$ cat src/hw/rtl/jsu_pkg.sv
// Shared types and codes of the JSON string unescaper.
`default_nettype none
package jsu_pkg;

    localparam logic [1:0] K_DATA = 2'd0;
    localparam logic [1:0] K_END  = 2'd1;
    localparam logic [1:0] K_ERR  = 2'd2;

    localparam logic [2:0] E_QUOTE = 3'd0;
    localparam logic [2:0] E_CTRL  = 3'd1;
    localparam logic [2:0] E_ESC   = 3'd2;
    localparam logic [2:0] E_HEX   = 3'd3;
    localparam logic [2:0] E_SUR   = 3'd4;

    // One classified input byte: up to four results of the same kind.
    typedef struct packed {
        logic [1:0]      kind;
        logic [2:0]      code;
        logic [1:0]      last_idx;
        logic [3:0][7:0] bytes;
    } t_job;

endpackage
`default_nettype wire

$ cat src/hw/rtl/jsu_front.sv
// Front end: escape and surrogate decoding, one byte per transfer.
`default_nettype none
module jsu_front (
    input  wire logic          i_clk,
    input  wire logic          i_rst_n,
    input  wire logic          i_valid,
    input  wire logic [7:0]    i_in_byte,
    input  wire logic          i_first_of_string,
    input  wire logic          i_full,
    output logic               o_push,
    output jsu_pkg::t_job      o_job
);
    import jsu_pkg::*;

    localparam logic [3:0] M_NORMAL    = 4'd0;
    localparam logic [3:0] M_ESC       = 4'd1;
    localparam logic [3:0] M_HEX1      = 4'd2;
    localparam logic [3:0] M_HEX1_LAST = 4'd5;
    localparam logic [3:0] M_SUR_BS    = 4'd6;
    localparam logic [3:0] M_SUR_U     = 4'd7;
    localparam logic [3:0] M_HEX2      = 4'd8;
    localparam logic [3:0] M_HEX2_LAST = 4'd11;
    localparam logic [3:0] M_IGNORE    = 4'd12;

    logic [3:0]  r_mode, n_mode;
    logic [15:0] r_acc, n_acc;
    logic [9:0]  r_hs, n_hs;

    logic [3:0]  w_mode;
    logic [15:0] w_acc;
    logic [9:0]  w_hs;
    logic [4:0]  w_digit;
    logic [15:0] w_acc_new;
    logic [20:0] w_pair;
    logic        w_has;
    logic        w_accept;
    t_job        w_job;

    function automatic logic [4:0] hexval(input logic [7:0] b);
        logic [4:0] v;
        v = 5'd16;
        if (b >= 8'h30 && b <= 8'h39) v = 5'(b - 8'h30);
        else if (b >= 8'h41 && b <= 8'h46) v = 5'(b - 8'h37);
        else if (b >= 8'h61 && b <= 8'h66) v = 5'(b - 8'h57);
        return v;
    endfunction

    function automatic t_job encode(input logic [20:0] u);
        t_job j;
        j = '0;
        j.kind = K_DATA;
        if (u <= 21'h7F) begin
            j.bytes[0] = u[7:0];
        end else if (u <= 21'h7FF) begin
            j.last_idx = 2'd1;
            j.bytes[0] = {3'b110, u[10:6]};
            j.bytes[1] = {2'b10, u[5:0]};
        end else if (u <= 21'hFFFF) begin
            j.last_idx = 2'd2;
            j.bytes[0] = {4'b1110, u[15:12]};
            j.bytes[1] = {2'b10, u[11:6]};
            j.bytes[2] = {2'b10, u[5:0]};
        end else begin
            j.last_idx = 2'd3;
            j.bytes[0] = {5'b11110, u[20:18]};
            j.bytes[1] = {2'b10, u[17:12]};
            j.bytes[2] = {2'b10, u[11:6]};
            j.bytes[3] = {2'b10, u[5:0]};
        end
        return j;
    endfunction

    assign w_accept  = i_valid && !i_full;
    // A flagged byte restarts decoding from the reset state.
    assign w_mode    = i_first_of_string ? M_NORMAL : r_mode;
    assign w_acc     = i_first_of_string ? 16'd0 : r_acc;
    assign w_hs      = i_first_of_string ? 10'd0 : r_hs;
    assign w_digit   = hexval(i_in_byte);
    assign w_acc_new = {w_acc[11:0], w_digit[3:0]};
    assign w_pair    = {1'b0, w_hs, w_acc_new[9:0]} + 21'h10000;

    always_comb begin
        n_mode = w_mode;
        n_acc  = w_acc;
        n_hs   = w_hs;
        w_has  = 1'b0;
        w_job  = '0;
        unique case (w_mode) inside
            M_NORMAL: begin
                if (i_in_byte == 8'h22) begin
                    w_has = 1'b1;
                    w_job.kind = K_END;
                    n_mode = M_IGNORE;
                end else if (i_in_byte == 8'h00) begin
                    w_has = 1'b1;
                    w_job.kind = K_ERR;
                    w_job.code = E_QUOTE;
                    n_mode = M_IGNORE;
                end else if (i_in_byte == 8'h5C) begin
                    n_mode = M_ESC;
                end else if (i_in_byte < 8'h20) begin
                    w_has = 1'b1;
                    w_job.kind = K_ERR;
                    w_job.code = E_CTRL;
                    n_mode = M_IGNORE;
                end else begin
                    w_has = 1'b1;
                    w_job.bytes[0] = i_in_byte;
                end
            end
            M_ESC: begin
                n_mode = M_NORMAL;
                w_has  = 1'b1;
                case (i_in_byte)
                    8'h22:   w_job.bytes[0] = 8'h22;
                    8'h5C:   w_job.bytes[0] = 8'h5C;
                    8'h2F:   w_job.bytes[0] = 8'h2F;
                    8'h62:   w_job.bytes[0] = 8'h08;
                    8'h66:   w_job.bytes[0] = 8'h0C;
                    8'h6E:   w_job.bytes[0] = 8'h0A;
                    8'h74:   w_job.bytes[0] = 8'h09;
                    8'h72:   w_job.bytes[0] = 8'h0D;
                    8'h75: begin
                        w_has  = 1'b0;
                        n_acc  = 16'd0;
                        n_mode = M_HEX1;
                    end
                    default: begin
                        w_job.kind = K_ERR;
                        w_job.code = E_ESC;
                        n_mode = M_IGNORE;
                    end
                endcase
            end
            M_SUR_BS: begin
                if (i_in_byte == 8'h5C) begin
                    n_mode = M_SUR_U;
                end else begin
                    w_has = 1'b1;
                    w_job.kind = K_ERR;
                    w_job.code = E_SUR;
                    n_mode = M_IGNORE;
                end
            end
            M_SUR_U: begin
                if (i_in_byte == 8'h75) begin
                    n_acc  = 16'd0;
                    n_mode = M_HEX2;
                end else begin
                    w_has = 1'b1;
                    w_job.kind = K_ERR;
                    w_job.code = E_SUR;
                    n_mode = M_IGNORE;
                end
            end
            [M_HEX1:M_HEX1_LAST], [M_HEX2:M_HEX2_LAST]: begin
                if (w_digit[4]) begin
                    w_has = 1'b1;
                    w_job.kind = K_ERR;
                    w_job.code = E_HEX;
                    n_mode = M_IGNORE;
                end else begin
                    n_acc = w_acc_new;
                    if (w_mode == M_HEX1_LAST) begin
                        if (w_acc_new >= 16'hD800 && w_acc_new <= 16'hDBFF) begin
                            n_hs   = w_acc_new[9:0];
                            n_mode = M_SUR_BS;
                        end else begin
                            w_has  = 1'b1;
                            w_job  = encode({5'd0, w_acc_new});
                            n_mode = M_NORMAL;
                        end
                    end else if (w_mode == M_HEX2_LAST) begin
                        w_has = 1'b1;
                        if (w_acc_new < 16'hDC00 || w_acc_new > 16'hDFFF) begin
                            w_job.kind = K_ERR;
                            w_job.code = E_SUR;
                            n_mode = M_IGNORE;
                        end else begin
                            w_job  = encode(w_pair);
                            n_mode = M_NORMAL;
                        end
                    end else begin
                        n_mode = w_mode + 4'd1;
                    end
                end
            end
            default: begin
                // ignore mode and unused codes: drop the byte
            end
        endcase
    end

    always_ff @(posedge i_clk) begin
        if (!i_rst_n) begin
            r_mode <= M_NORMAL;
            r_acc  <= 16'd0;
            r_hs   <= 10'd0;
        end else if (w_accept) begin
            r_mode <= n_mode;
            r_acc  <= n_acc;
            r_hs   <= n_hs;
        end
    end

    assign o_push = w_accept && w_has;
    assign o_job  = w_job;

endmodule
`default_nettype wire

$ cat src/hw/rtl/jsu_queue.sv
// Short queue of classified jobs between the front and back ends.
`default_nettype none
module jsu_queue #(
    parameter int DEPTH = 4
) (
    input  wire logic          i_clk,
    input  wire logic          i_rst_n,
    input  wire logic          i_push,
    input  wire jsu_pkg::t_job i_job,
    input  wire logic          i_pop,
    output jsu_pkg::t_job      o_head,
    output logic               o_empty,
    output logic               o_full
);
    import jsu_pkg::*;

    localparam int PW = (DEPTH > 1) ? $clog2(DEPTH) : 1;
    localparam int CW = $clog2(DEPTH + 1);
    localparam logic [PW-1:0] LAST_PTR = PW'(DEPTH - 1);
    localparam logic [CW-1:0] FULL_CNT = CW'(DEPTH);

    t_job          r_mem [DEPTH];
    logic [PW-1:0] r_wr, r_rd;
    logic [CW-1:0] r_cnt;

    assign o_empty = (r_cnt == '0);
    assign o_full  = (r_cnt == FULL_CNT);
    assign o_head  = r_mem[r_rd];

    always_ff @(posedge i_clk) begin
        if (i_push) begin
            r_mem[r_wr] <= i_job;
        end
    end

    always_ff @(posedge i_clk) begin
        if (!i_rst_n) begin
            r_wr  <= '0;
            r_rd  <= '0;
            r_cnt <= '0;
        end else begin
            if (i_push) begin
                r_wr <= (r_wr == LAST_PTR) ? '0 : r_wr + PW'(1);
            end
            if (i_pop) begin
                r_rd <= (r_rd == LAST_PTR) ? '0 : r_rd + PW'(1);
            end
            if (i_push && !i_pop) begin
                r_cnt <= r_cnt + CW'(1);
            end else if (i_pop && !i_push) begin
                r_cnt <= r_cnt - CW'(1);
            end
        end
    end

endmodule
`default_nettype wire

$ cat src/hw/rtl/jsu_back.sv
// Back end: splits queued jobs into single results behind an output register.
`default_nettype none
module jsu_back (
    input  wire logic          i_clk,
    input  wire logic          i_rst_n,
    input  wire jsu_pkg::t_job i_head,
    input  wire logic          i_empty,
    output logic               o_pop,
    output logic               o_valid,
    input  wire logic          i_stall,
    output logic [1:0]         o_kind,
    output logic [7:0]         o_out_byte,
    output logic [2:0]         o_error_code,
    output logic               o_last
);
    import jsu_pkg::*;

    logic       r_valid;
    logic [1:0] r_kind;
    logic [7:0] r_byte;
    logic [2:0] r_code;
    logic       r_last;
    logic [1:0] r_idx;
    logic       w_load;
    logic       w_end;

    // Load a new result whenever the output register is free or being taken.
    assign w_load = !i_empty && (!r_valid || !i_stall);
    assign w_end  = (r_idx == i_head.last_idx);
    assign o_pop  = w_load && w_end;

    always_ff @(posedge i_clk) begin
        if (!i_rst_n) begin
            r_valid <= 1'b0;
            r_idx   <= 2'd0;
        end else begin
            if (w_load) begin
                r_valid <= 1'b1;
                r_idx   <= w_end ? 2'd0 : r_idx + 2'd1;
            end else if (!i_stall) begin
                r_valid <= 1'b0;
            end
        end
    end

    always_ff @(posedge i_clk) begin
        if (w_load) begin
            r_kind <= i_head.kind;
            r_byte <= i_head.bytes[r_idx];
            r_code <= i_head.code;
            r_last <= w_end;
        end
    end

    assign o_valid      = r_valid;
    assign o_kind       = r_kind;
    assign o_out_byte   = r_byte;
    assign o_error_code = r_code;
    assign o_last       = r_last;

endmodule
`default_nettype wire

$ cat src/hw/rtl/json_string_unescape_utf8.sv
// Top level of the JSON string unescaper with UTF-8 output.
//
//   channel | direction | handshake          | payload
//   input   | in        | i_valid / o_stall  | i_in_byte, i_first_of_string
//   output  | out       | o_valid / i_stall  | o_kind, o_out_byte, o_error_code, o_last
//
// One input byte is taken per cycle while the job queue has room; its results
// leave at one per cycle while i_stall is low, so a \u escape that yields n UTF-8
// bytes leaves as n results in turn. The QUEUE_DEPTH-entry job queue absorbs that.
// Reset is synchronous, active low; it clears the decode mode, the queue and
// the output valid. Output stalls back up into the queue, then into o_stall.
`default_nettype none
module json_string_unescape_utf8 #(
    parameter int QUEUE_DEPTH = 4
) (
    input  wire logic       i_clk,
    input  wire logic       i_rst_n,
    input  wire logic       i_valid,
    output logic            o_stall,
    input  wire logic [7:0] i_in_byte,
    input  wire logic       i_first_of_string,
    output logic            o_valid,
    input  wire logic       i_stall,
    output logic [1:0]      o_kind,
    output logic [7:0]      o_out_byte,
    output logic [2:0]      o_error_code,
    output logic            o_last
);
    import jsu_pkg::*;

    logic w_push;
    logic w_pop;
    logic w_empty;
    logic w_full;
    t_job w_job;
    t_job w_head;

    assign o_stall = w_full;

    jsu_front u_front (
        .i_clk             (i_clk),
        .i_rst_n           (i_rst_n),
        .i_valid           (i_valid),
        .i_in_byte         (i_in_byte),
        .i_first_of_string (i_first_of_string),
        .i_full            (w_full),
        .o_push            (w_push),
        .o_job             (w_job)
    );

    jsu_queue #(
        .DEPTH (QUEUE_DEPTH)
    ) u_queue (
        .i_clk   (i_clk),
        .i_rst_n (i_rst_n),
        .i_push  (w_push),
        .i_job   (w_job),
        .i_pop   (w_pop),
        .o_head  (w_head),
        .o_empty (w_empty),
        .o_full  (w_full)
    );

    jsu_back u_back (
        .i_clk        (i_clk),
        .i_rst_n      (i_rst_n),
        .i_head       (w_head),
        .i_empty      (w_empty),
        .o_pop        (w_pop),
        .o_valid      (o_valid),
        .i_stall      (i_stall),
        .o_kind       (o_kind),
        .o_out_byte   (o_out_byte),
        .o_error_code (o_error_code),
        .o_last       (o_last)
    );

endmodule
`default_nettype wire

$ cat config.mk
export PLATFORM = sky130hd
export DESIGN_NAME = json_string_unescape_utf8
export DESIGN_NICKNAME = d
export VERILOG_FILES = /design/src/hw/rtl/jsu_pkg.sv /design/src/hw/rtl/jsu_front.sv /design/src/hw/rtl/jsu_queue.sv /design/src/hw/rtl/jsu_back.sv /design/src/hw/rtl/json_string_unescape_utf8.sv
export SDC_FILE = /design/constraint.sdc
export NUM_CORES = 1
export LEC_CHECK = 0
export BUFFER_PORTS_ARGS = -buffer_cell sky130_fd_sc_hd__buf_2
export CORE_AREA = 3 3 171 173
export CTS_CLUSTER_DIAMETER = 120
export CTS_CLUSTER_SIZE = 14
export DETAILED_ROUTE_END_ITERATION = 16
export DIE_AREA = 0 0 174 176
export GPL_TIMING_DRIVEN = 1
export PLACE_DENSITY = 0.52
export SLEW_MARGIN = 20
export SYNTH_ARGS = -nofsm -noshare
export SYNTH_HDL_FRONTEND = slang
export SYNTH_HIERARCHICAL = 1
export SYNTH_SLANG_ARGS = --single-unit
$ cat constraint.sdc
create_clock -name i_clk -period 6.13 [get_ports i_clk]
set_clock_uncertainty 0.1 [all_clocks]
set_input_delay 0.613 -clock i_clk [delete_from_list [all_inputs] [get_ports i_clk]]
set_output_delay 0.613 -clock i_clk [all_outputs]
set_load 0.01 [all_outputs]
After elaboration in Yosys (flattened, before gate mapping)
Memory sizes are Yosys's and may differ from the RTL's. A register that Yosys moved wholly into a read port is not among the register bits.
Index checks and enable logic that the tools add are counted.
- bits in registers: 54
- memory bits (writable): 156
- logic and storage cells: 188
- memories: 1
- memories (name ; depth ; width ; read ports ; clocked after memory_dff ; wr ports ; line ; text):
    u_queue.r_mem ; 4 ; 39 ; 1 ; 1 ; 1 ; jsu_queue.sv:22 ; t_job r_mem [DEPTH];
- $add $sub $neg: 10
- magnitude comparators: 21
- equality and inequality tests: 19
- muxes and demuxes: 97
- reductions and logical operators: 28
- operators by type and width (cell ; number):
    $mux 24 ; 13
    $mux 34 ; 3
    $mux 16 ; 6
    $mux 26 ; 3
    $mux 39 ; 2
    $mux 8 ; 9
    $eq 8x7->1 const B ; 7
    $pmux 7 s8 ; 1
    $mux 5 ; 11
    $mux 10 ; 5
    $mux 4 ; 10
    $pmux 16 s2 ; 1
    $pmux 5 s5 ; 1
    $pmux 8 s3 ; 1
    $mux 22 ; 1
    $add 20x17->21 const B ; 1
    $le 21x11->1 const B ; 1
    $le 21x16->1 const B ; 1
    $le 21x7->1 const B ; 1
    $pmux 4 s5 ; 1
    $bmux 8 s2 ; 1
    $eq 8x6->1 const B ; 2
    $ge 16x16->1 const B ; 1
    $ge 8x7->1 const B ; 2
    other kinds (41) ; 90

Longest topological paths before layout
Gate-level depths: netlist of the first run.
- word-level depth: 22
- gate-level depth with buffers: 17

Modules after synthesis
The synthesis of the first run kept the hierarchy.
- by module, submodules not included (module ; times used ; cells each ; area an instance (µm²)):
    jsu_queue ; 1 ; 247 ; 6075.8
    jsu_front ; 1 ; 483 ; 3319.4
    jsu_back ; 1 ; 44 ; 807.0

Worst setup path after synthesis of the first run
Ideal clock, no wire load.
- path type: input-to-reg
- start: input i_in_byte[0]
- end: memory u_queue/r_mem[0][0] (netlist bit), enable pin
- arrival: 3.494 ns
- data required time: 5.630 ns
- slack: 2.136 ns
- stages on the path: 10
- buffers on the path: 2
- cell sequence: buf_2 -> inv_1 -> ha_1 -> or3b_2 -> and4_1 -> clkbuf_1 -> a21o_1 -> o22ai_1 -> o31a_1 -> and2_1
- word-level cells in the longest chain between the ends: 14
- RTL lines (what ; line ; text):
    start: declaration ; json_string_unescape_utf8.sv:20 ; input wire logic [7:0] i_in_byte,
    $ge 8x7->1 / $le 8x7->1 (equally long branches) ; jsu_front.sv:44 ; else if (b >= 8'h61 && b <= 8'h66) v = 5'(b - 8'h57);
    $logic_and 1x1->1 ; jsu_front.sv:44 ;
    $mux 5 ; jsu_front.sv:44 ;
    $mux 5 ; jsu_front.sv:43 ; else if (b >= 8'h41 && b <= 8'h46) v = 5'(b - 8'h37);
    $mux 5 ; jsu_front.sv:42 ; if (b >= 8'h30 && b <= 8'h39) v = 5'(b - 8'h30);
    $ge 16x16->1 / $le 16x16->1 (equally long branches) ; jsu_front.sv:165 ; if (w_acc_new >= 16'hD800 && w_acc_new <= 16'hDBFF) begin
    $logic_and 1x1->1 ; jsu_front.sv:165 ;
    $mux 1 ; jsu_front.sv:165 ;
    $mux 1 ; jsu_front.sv:164 ; if (w_mode == M_HEX1_LAST) begin
    $mux 1 ; jsu_front.sv:157 ; if (w_digit[4]) begin
    $pmux 1 s4 * ; jsu_front.sv:88 ; unique case (w_mode) inside
    $logic_and 1x1->1 * ; jsu_front.sv:206 ; assign o_push = w_accept && w_has;
    net w_push ; json_string_unescape_utf8.sv:31 ; logic w_push;
    $mux 1 * ; jsu_queue.sv:31 ; if (i_push) begin
    $mux 1 (not written as such) * ; jsu_queue.sv:32 ; r_mem[r_wr] <= i_job;
    end: declaration ; jsu_queue.sv:22 ;
The timed path passes the listed nets; every way through them passes the cells marked *.

Worst setup path after layout of the first run
- start: input i_first_of_string
- end: register u_queue.r_cnt[2]
- word-level cells in the longest chain between the ends: 11
- RTL lines (what ; line ; text):
    start: declaration ; json_string_unescape_utf8.sv:21 ; input wire logic i_first_of_string,
    $mux 16 ; jsu_front.sv:76 ; assign w_acc = i_first_of_string ? 16'd0 : r_acc;
    $ge 16x16->1 / $le 16x16->1 (equally long branches) ; jsu_front.sv:165 ;
    $logic_and 1x1->1 ; jsu_front.sv:165 ;
    $mux 1 ; jsu_front.sv:165 ;
    $mux 1 ; jsu_front.sv:164 ;
    $mux 1 ; jsu_front.sv:157 ;
    $pmux 1 s4 * ; jsu_front.sv:88 ;
    $logic_and 1x1->1 * ; jsu_front.sv:206 ;
    net w_push ; json_string_unescape_utf8.sv:31 ;
    $logic_not 1->1 ; jsu_queue.sv:50 ; end else if (i_pop && !i_push) begin
    $logic_and 1x1->1 ; jsu_queue.sv:50 ;
    $reduce_bool 2->1 (no line) ; -- ;
    end signal: assignment ; jsu_queue.sv:49 ; r_cnt <= r_cnt + CW'(1);
    end signal: assignment ; jsu_queue.sv:51 ; r_cnt <= r_cnt - CW'(1);
    end: declaration ; jsu_queue.sv:24 ; logic [CW-1:0] r_cnt;
Marked as above.
A chain may end at the register's enable or synchronous reset.

==> flow_summary.yaml, run 1 <==
worst_setup_path:
  startpoint_type: "primary input"
  reg2reg_to: "u_queue/r_mem[1][5]"
  crit_required_ps: 6450
  reg2reg_depth: 10
  path_cells: "buf_2, inv_1, nand2_1, ha_1, nor2_1, o21ai_0, o21ai_0, o22ai_1, o31a_1, ha_1, inv_1, fa_1, xor2_1, or3_1, a21boi_0"
  r2r-start: "u_front/r_hs[6]"
  critPathSlowestCell: "buf_2"
  cp-end-kind: "register"
  worst_path_largest_cell_delay_ps: 550
  arrival_ps: 4340
  critical_path_buf_inv_count: 3
  crit_type: "in -> reg"
  regToRegSetupSlack_ps: 2490
  critPathMaxFanout: 40
  path_delay_family: "compound AO/OA/AOI/OAI gates"
drt:
  drc: 0
  drt_iter0_drc: 744
  via_count: 6517
  viasPerCell: 5.514
  wl_per_cell_microns: 20.71
  antenna_left: 0
  wl_mm: 24.48
  firstDrtPassIters: 6
timing:
  relSlewSlack_pct: 28.37
  timing.final.crit_share_pct: 65.64
  setup_slack_ps: 2106
  worstMarginPinSlew_ps: 1074
  max_freq_ghz: 0.2485
  slew_viol_final: 0
  rsz0062_at_grt: "false"
  setup_viol: 0
  fin_tns_setup_ps: 0
  hold_viol_final: 0
  min_period_ps: 4024
place:
  placed_cells: 1150
  pre_cts_ws_ps: 1642
  numPortBuffers: 28
  hpwl_mm: 16.52
  place_congestion: 0.8893
die:
  die_area_sq_um: 30620
  placement_rows: 61
  die_width_microns: 174
  die_y_microns: 176
  boundaryPins: 29
  core_area_sq_um: 27780
  initial_utilization_pct: 36.72
yosys:
  synth.cell_area_sq_um: 10200
  ys.flop_type: "edfxtp_1"
  ys_seq_area_share_pct: 57.49
  yosysWarnings: 6
  syn_avg_cell_area_sq_um: 13.18
  synth-edff-count: 170
  synth_cell_types: 81
  yosys_register_bits: 208
  synth_cells: 774
  async_reset_ff_share_pct: 0
clock_network:
  htreeDepth: 1
  numCtsBuffers: 18
  root_buffer: "clkbuf_16"
  clock-sinks: 208
  cts_resized: 0
  clock_latency_ps: 490
  post_cts_buffers: 0
  clkTransAtPathRegs_ps: 60
  clockBufferDepth: 3
  cts_hold_buf: 0
  cts_tree: "done"
layout:
  final_cell_mix: "edfxtp_1, nand2_1, nor2_1, nor2b_1, mux4_2"
  num_antenna_cells: 0
  drive_above_1_share_pct: 16.54
  syn2layout_area_growth_pct: 9.835
  finalNetCount: 823
  fin_cells: 1182
  final_core_utilization_pct: 40.34
  final_common_cell: "edfxtp_1"
global_route:
  antenna_found_initial: 0
  grt_util_all_layers_pct: 15.98
  grt_max_degree: 41
  first_global_vias: 6298
  grt_pass1_wl_mm: 38.16
  grt.overflow.total: 0
power_and_ir_drop:
  p_leak_nw: 3.645
  power_density_nw_per_um2: 343.6
  peakVddDrop_mv: 0.1805
min_path:
  min_path_type: "in -> reg"
  whs_path_depth: 3
  hp-start: "i_stall"
  min_to: "u_back/o_valid"
job:
  cap_violations: 0
run_status:
  status: "completed"
-- Yosys cell counts, types with 7 or more instances --
cell      number  share of area [%]
edfxtp_1     170                 50
nand2_1       56                2.1
nor2_1        51                1.9
nor2b_1       49                3.0
mux4_2        44                9.7
dfxtp_1       38                7.5
o21ai_0       36                1.8
a21oi_1       34                1.7
a22oi_1       21                1.5
inv_1         19               0.70
clkbuf_1      18               0.66
ha_1          17                2.1
nor3_1        16               0.78
nand3_1       12               0.59
mux2i_1       11                1.1
buf_2         10               0.49
a31oi_1        9               0.55
and2_1         9               0.55
nand2b_1       8               0.49
and3_1         7               0.43
buf_4          7               0.52
nand4_1        7               0.43
-- worst max path at each step --
stage                           start              endpoint  slack, ps  cells after the start
finish              i_first_of_string      u_queue/r_cnt[2]       2110                     15
global route        i_first_of_string  u_queue/r_mem[3][27]       1750                     10
CTS                 i_first_of_string  u_queue/r_mem[3][13]       2150                     10
detailed placement  i_first_of_string  u_queue/r_mem[3][22]       1640                     10
global placement    i_first_of_string  u_queue/r_mem[3][16]       1720                     10
floorplan                i_in_byte[0]   u_queue/r_mem[0][0]       2140                     10
-- metrics by stage --
| stage | hold WS [ps] | total power, mW | area, sq um |
|---|---|---|---|
| detailed placement | 386.7 | 2.840 | 10680 |
| CTS | 276.3 | 3.915 | 11200 |
| floorplan | 372.4 | 2.578 | 10210 |
| global placement | 377.0 | 2.835 | 10680 |
| global route | 280.5 | 4.068 | 11210 |
| finish | 298.3 | 3.850 | 11210 |
-- power breakdown --
part	total, mW	internal (mW)	leakage [nW]	switching (mW)
logic	0.909	0.427	1.48	0.482
clock network	1.06	0.568	0.250	0.494
registers	1.88	1.78	1.92	0.0975
-- tightest hold or removal path: stages --
cell	delay, ps
buf_2	110
nand2_1	50
a21boi_0	60
-- state kept, by name (all words and copies together), names as in the netlist, named ones only --
name                 flops
u_queue/r_mem          156
u_back/o_out_byte        8
u_front/r_mode           4
u_back/o_kind            2
u_back/o_valid           1
u_queue/r_cnt            3
u_front/r_hs            10
u_back/r_idx             2
u_queue/r_rd             2
u_back/o_last            1
u_front/r_acc           12
u_queue/r_wr             2
u_back/o_error_code      3
-- logic make-up after synthesis --
| logic type | count (synthesis) | share of synthesized area (%) |
|---|---|---|
| mux | 63 | 12.30 |
| compound gates | 173 | 11.66 |
| xor+xnor | 6 | 0.5888 |
| buf+inv | 58 | 2.735 |
| flops | 208 | 57.49 |
| other cells | 1 | 0.03676 |
| simple gates | 247 | 12.90 |
| fa+ha+maj | 18 | 2.281 |
-- area by class of cell --
cell class                      count  area (sq um)
Multi-Input combinational cell    510          4075
Tap cell                          378         473.0
Sequential cell                   208          5868
Timing Repair Buffer               35         192.7
Clock inverter                      1         16.27
Clock buffer                       31         509.2
Fill cell                        2655         16580
Inverter                           19         71.32
-- metal layers --
| metal | GRT usage, % | routed length [microns] |
|---|---|---|
| met5 | 0 | 0 |
| met2 | 25.00 | 11120 |
| met4 | 5.060 | 735 |
| met1 | 23.15 | 11320 |
| met3 | 2.301 | 1295 |
(Power assumes the default switching activity.)
==> run 2: changes to the inputs <==
--- a/config.mk
+++ b/config.mk
@@ -5,14 +5,15 @@
 export SDC_FILE = /design/constraint.sdc
 export NUM_CORES = 1
 export LEC_CHECK = 0
+export ABC_AREA = 1
 export BUFFER_PORTS_ARGS = -buffer_cell sky130_fd_sc_hd__buf_2
-export CORE_AREA = 3 3 171 173
+export CORE_AREA = 3 3 176 178
 export CTS_CLUSTER_DIAMETER = 120
 export CTS_CLUSTER_SIZE = 14
 export DETAILED_ROUTE_END_ITERATION = 16
-export DIE_AREA = 0 0 174 176
+export DIE_AREA = 0 0 179 181
 export GPL_TIMING_DRIVEN = 1
-export PLACE_DENSITY = 0.52
+export PLACE_DENSITY = 0.53
 export SLEW_MARGIN = 20
 export SYNTH_ARGS = -nofsm -noshare
 export SYNTH_HDL_FRONTEND = slang
==> constraint.sdc (replaced) <==
create_clock -name i_clk -period 3.8 [get_ports i_clk]
set_clock_uncertainty 0.1 [all_clocks]
set_input_delay 0.38 -clock i_clk [delete_from_list [all_inputs] [get_ports i_clk]]
set_output_delay 0.38 -clock i_clk [all_outputs]
set_load 0.01 [all_outputs]
==> run 2 against run 1 <==
Against the previous run: sequential share of layout area decreased by 3.3 points; design area is 6.7% higher; sequential power up 68%; largest cell class unchanged; synthesized cell count rose by 52%; combinational power rose to 2.9 times the previous value; die area grew 5.8%; sequential cell count stayed put; critical path depth did not move; core utilization is 0.11 points higher.
==> flow_summary.yaml, run 2 <==
timing:
  relSlewSlack_pct: 34.35
  slew_viol_final: 0
  fin_tns_setup_ps: 0
  min_period_ps: 3173
  max_freq_ghz: 0.3151
  hold_viol_final: 0
  setup_viol: 0
  worstMarginPinSlew_ps: 984.8
  timing.final.crit_share_pct: 83.51
  rsz0062_at_grt: "false"
die:
  die_area_sq_um: 32400
  die_width_microns: 179
  die_y_microns: 181
  boundaryPins: 29
  initial_utilization_pct: 36.88
  placement_rows: 63
  core_area_sq_um: 29560
layout:
  reg_top3: "u_queue/r_mem: 156 flops, u_front/r_acc: 12 flops, u_front/r_hs: 10 flops"
  num_antenna_cells: 0
  syn2layout_area_growth_pct: 9.688
  fin_cells: 1603
  final_common_cell: "nor2_1"
  regMostFlops: "u_queue/r_mem"
  finalNetCount: 1232
  drive_above_1_share_pct: 11.87
  largest_register_ffs: 156
  final_cell_mix: "nor2_1, edfxtp_1, nand2_1, o21ai_0, inv_1"
yosys:
  synth.cell_area_sq_um: 10900
  synth-edff-count: 170
  syn_avg_cell_area_sq_um: 9.269
  netlist_top_cells_count: "nor2_1, edfxtp_1, nand2_1"
  synth.most_common_cell: "nor2_1"
  async_reset_ff_share_pct: 0
  ys_seq_area_share_pct: 53.81
  ys.flop_type: "edfxtp_1"
  synth_top_area_cell: "edfxtp_1"
  synth.area.top_cells: "edfxtp_1, dfxtp_1, o21ai_0"
  synth_cell_types: 58
  yosys_register_bits: 208
  netlist.area_leader.share_pct: 46.83
  synth_cells: 1176
  yosysWarnings: 6
worst_setup_path:
  arrival_ps: 3340
  cp-end-kind: "register"
  startpoint_type: "register"
  crit_type: "reg -> reg"
  critPathMaxFanout: 13
  crit_required_ps: 3970
place:
  place_congestion: 0.9068
  hpwl_mm: 19.71
  numPortBuffers: 28
  placed_cells: 1571
power_and_ir_drop:
  power_density_nw_per_um2: 626.2
  peakVddDrop_mv: 0.3482
  p_leak_nw: 4.570
clock_network:
  cts_tree: "done"
  post_cts_buffers: 0
  htreeDepth: 1
  cts_resized: 0
  clock_latency_ps: 500
  clockBufferDepth: 3
  clock-sinks: 208
  cts_hold_buf: 0
  root_buffer: "clkbuf_16"
  numCtsBuffers: 18
  clkTransAtPathRegs_ps: 70
global_route:
  grt.overflow.total: 0
  grt_util_all_layers_pct: 18.05
  grt_max_degree: 75
  antenna_found_initial: 0
  grt_pass1_wl_mm: 45.95
  first_global_vias: 8001
drt:
  antenna_left: 0
  wl_per_cell_microns: 18.38
  drc: 0
  drt_iter0_drc: 736
  firstDrtPassIters: 7
  viasPerCell: 5.296
  via_count: 8490
  wl_mm: 29.46
run_status:
  status: "completed"
min_path:
  min_path_type: "in -> reg"
job:
  cap_violations: 0
==> run 2: changes by cell type after synthesis, sizes merged, moves of 12 or more <==
cell,before,now
mux2i,12,0
mux4,47,0
o22ai,7,50
buf,21,37
nand4,9,23
nor2,53,198
inv,19,132
nand3,12,48
a21oi,34,58
nor2b,49,0
a22oi,21,2
o21ai,40,164
nand2,56,160
==> run 2: power breakdown <==
| group | switching, mW | internal [mW] | total [mW] |
|---|---|---|---|
| logic | 1.81 | 0.789 | 2.60 |
| clock network | 0.813 | 0.915 | 1.73 |
| registers | 0.173 | 2.99 | 3.16 |
==> run 2: final timing paths <==
kind / from / to / slack [ps] / depth (start not counted)
max: u_front/r_hs[7] / u_queue/r_mem[0][25] / 630 / 15
min: i_stall / u_back/o_valid / 130 / 3
max reg2reg: u_front/r_hs[7] / u_queue/r_mem[0][25] / 630 / 15
min reg2reg: u_front/r_hs[1] / u_front/r_hs[1] / 370 / 2
==> run 2: critical path, cell delays in order (launching register included) <==
cell and delay [ps]:
dfxtp_1 340, inv_1 50, nor2_1 210, ha_1 240, nand3_1 80, nand2_1 160
nand2_1 80, nor2_2 180, nand3_1 100, nor2_1 120, nand4_2 130, nand2_4 150
nand2_4 130, nor2_4 260, nand4_4 210, nor2_1 380
==> run 2: cells by family (layout without fill, tap and decap cells) <==
group	after synthesis	count (layout)	synth area share [%]
simple gates	451	451	19.59
buf+inv	187	222	8.081
compound gates	309	309	16.18
fa+ha+maj	18	18	2.135
other cells	1	3	0.03440
xor+xnor	2	2	0.1607
flops	208	208	53.81
==> run 2: layout make-up <==
type,instances,area (sq um)
fillers,2984,17600
flip-flops and latches,208,5867
multi-input cells,783,4161
clock buffers,31,509.2
inverters,133,506.7
well taps,390,488.0
repair buffers,57,407.9
clock inverters,1,16.27
==> run 2: layer usage <==
layer	GRT usage [%]	up-vias	part of all wire [%]
met5	0	-	0
met4	5.642	0	3.3
met3	2.501	54	5.5
met2	28.14	272	46
met1	26.01	4013	46
li1	-	4151	-
==> run 2: metrics by stage <==
step                      hold slack [ps]  power (mW)  instance area, sq um  setup slack (ps)  util, %
final                               128.9       7.487                 11960             626.7    40.45
after global routing                132.6       8.006                 11960             324.2    40.45
after CTS                           112.2       7.571                 11960             640.1    40.45
after detailed placement            369.9       5.832                 11430             298.7    38.67
after global placement              375.1       5.839                 11430             254.4    38.67
after floorplan                     345.4       5.018                 10910             404.9        -
==> run 3: changes to the inputs <==
--- a/config.mk
+++ b/config.mk
@@ -5,15 +5,15 @@
 export SDC_FILE = /design/constraint.sdc
 export NUM_CORES = 1
 export LEC_CHECK = 0
-export ABC_AREA = 1
+export ABC_AREA = 0
 export BUFFER_PORTS_ARGS = -buffer_cell sky130_fd_sc_hd__buf_2
-export CORE_AREA = 3 3 176 178
+export CORE_AREA = 3 3 171 173
 export CTS_CLUSTER_DIAMETER = 120
 export CTS_CLUSTER_SIZE = 14
 export DETAILED_ROUTE_END_ITERATION = 16
-export DIE_AREA = 0 0 179 181
+export DIE_AREA = 0 0 174 176
 export GPL_TIMING_DRIVEN = 1
-export PLACE_DENSITY = 0.53
+export PLACE_DENSITY = 0.52
 export SLEW_MARGIN = 20
 export SYNTH_ARGS = -nofsm -noshare
 export SYNTH_HDL_FRONTEND = slang
==> constraint.sdc (replaced) <==
create_clock -name i_clk -period 2.95 [get_ports i_clk]
set_clock_uncertainty 0.1 [all_clocks]
set_input_delay 0.295 -clock i_clk [delete_from_list [all_inputs] [get_ports i_clk]]
set_output_delay 0.295 -clock i_clk [all_outputs]
set_load 0.01 [all_outputs]
==> run 3 against run 2 <==
Against the previous run: core utilization grew 4.7 points; design area grew 5.0%; sequential cell count is the same; largest power group unchanged.
==> flow_summary.yaml, run 3 (same netlist as run 1, synthesis figures left out) <==
layout:
  regArea_sq_um: 5873
  num_antenna_cells: 0
  multi_input_area_sq_um: 4224
  syn2layout_area_growth_pct: 23.03
  reg_top3: "u_queue/r_mem: 156 flops, u_front/r_acc: 12 flops, u_front/r_hs: 10 flops"
  drive_above_1_share_pct: 32.88
  regMostFlops: "u_queue/r_mem"
  fin_cells: 1324
  fin_area_sq_um: 12550
  final_common_cell: "edfxtp_1"
  finalNetCount: 966
  final_cell_mix: "edfxtp_1, buf_4, nand2_1, nor2_1, nor2b_1"
  largest_register_ffs: 156
  fillers: 2589
worst_setup_path:
  cp-end-kind: "register"
  startpoint_type: "register"
  crit_type: "reg -> reg"
  crit_required_ps: 3270
  critPathMaxFanout: 4
  path_cells: "mux4_2, xor2_2, nor2_2, and2_1, inv_1, ha_2, inv_2, fa_2, xor2_1, or3_1, a21boi_1"
  worst_path_largest_cell_delay_ps: 550
  critPathSlowestCell: "mux4_2"
  regToRegSetupSlack_ps: 50
  path_delay_family: "simple AND/OR/NAND/NOR gates"
  arrival_ps: 3220
  critical_path_buf_inv_count: 2
power_and_ir_drop:
  p_leak_nw: 4.389
  power_density_nw_per_um2: 659.4
  peakVddDrop_mv: 0.3011
die:
  die_y_microns: 176
  core_area_sq_um: 27780
  die_width_microns: 174
  placement_rows: 61
  initial_utilization_pct: 36.72
  die_area_sq_um: 30620
  boundaryPins: 29
global_route:
  antenna_found_initial: 0
  grt.overflow.total: 0
  first_global_vias: 7399
  grt_util_all_layers_pct: 17.93
  grt_max_degree: 39
  grt_pass1_wl_mm: 42.74
timing:
  hold_viol_final: 0
  timing.hold.ws_ps: 251.2
  min_period_ps: 2905
  max_freq_ghz: 0.3442
  rsz0062_at_grt: "true"
  slew_viol_final: 0
  setup_viol: 0
  relSlewSlack_pct: 45.57
  timing.final.crit_share_pct: 98.47
  fin_tns_setup_ps: 0
  worstMarginPinSlew_ps: 813.4
place:
  numPortBuffers: 28
  placed_cells: 1292
  place_congestion: 0.9021
  hpwl_mm: 20.19
  place_area_sq_um: 11950
drt:
  drt_iter0_drc: 596
  via_count: 7155
  wl_mm: 27.38
  viasPerCell: 5.404
  antenna_left: 0
  firstDrtPassIters: 5
  drc: 0
  wl_per_cell_microns: 20.68
job:
  cap_violations: 0
clock_network:
  post_cts_buffers: 0
  clkTransAtPathRegs_ps: 70
  htreeDepth: 1
  clock-sinks: 208
  clockBufferDepth: 3
  cts_tree: "done"
  root_buffer: "clkbuf_16"
  numCtsBuffers: 18
  clock_latency_ps: 490
run_status:
  status: "completed"
min_path:
  min_path_type: "in -> reg"
==> run 3: cell count changes in the layout (fill, tap and decap cells not counted), sizes merged, moves of 24 or more <==
| cell | change |
|---|---|
| nor2 | -145 |
| a21oi | -24 |
| o22ai | -43 |
| nand3 | -36 |
| o21ai | -124 |
| nand2 | -104 |
| nor2b | +49 |
| buf | +120 |
| inv | -109 |
| mux4 | +47 |
==> run 3: path summary, 6_finish.rpt <==
path                   from                end  depth (start not counted)
max                register   u_queue/r_cnt[2]                         11
min                 i_valid  u_front/r_mode[2]                          4
max reg2reg        register   u_queue/r_cnt[2]                         11
min reg2reg  u_back/o_valid     u_back/o_valid                          2
==> run 3: cell type report <==
type | count | share of cell area [%]
flip-flops and latches | 208 | 46.79
repair buffers | 178 | 11.10
multi-input cells | 510 | 33.65
inverters | 19 | 0.6081
clock inverters | 2 | 0.1595
clock buffers | 29 | 3.917
well taps | 378 | 3.768
==> run 3: through the flow <==
stage / setup slack [ps] / total power [mW] / utilization (%)
5_1_grt: -117.7 / 8.734 / 45.18
2_1_floorplan: -244.5 / 5.379 / -
6_report: 45.04 / 8.277 / 45.18
3_5_place_dp: -392.0 / 6.231 / 43.02
3_3_place_gp: -322.8 / 6.176 / 43.02
4_1_cts: 5.215 / 8.408 / 44.93
==> run 3: timing repair <==
item | CTS | global route
gates resized for setup | 1 | 23
hold buffers | 1 | 0
gates cloned | 0 | 0
hold endpoints to repair | 1 | 0
setup endpoints to repair | 1 | 109
pin swaps | 0 | 4
==> run 3: worst reg2reg max path: stages, from the launching register on <==
cell and delay, ps:
dfxtp_4 380, mux4_2 550, xor2_2 170, nor2_2 70, and2_1 160, inv_1 150, ha_2 220, inv_2 40
fa_2 350, xor2_1 170, or3_1 340, a21boi_1 140
==> run 3: layer usage <==
metal	up-vias	part of all wire, %	GRT usage, %	routed length, microns
li1	3318	-	-	-
met4	0	3.4	6.367	926
met5	-	0	0	0
met3	49	4.7	2.602	1300
met1	3582	45	24.57	12220
met2	206	47	29.32	12940
==> run 3: power by group <==
part	leakage, nW	internal, mW	switching [mW]
clock	0.243	1.15	0.992
sequential	1.92	3.70	0.157
combinational	2.23	1.11	1.17
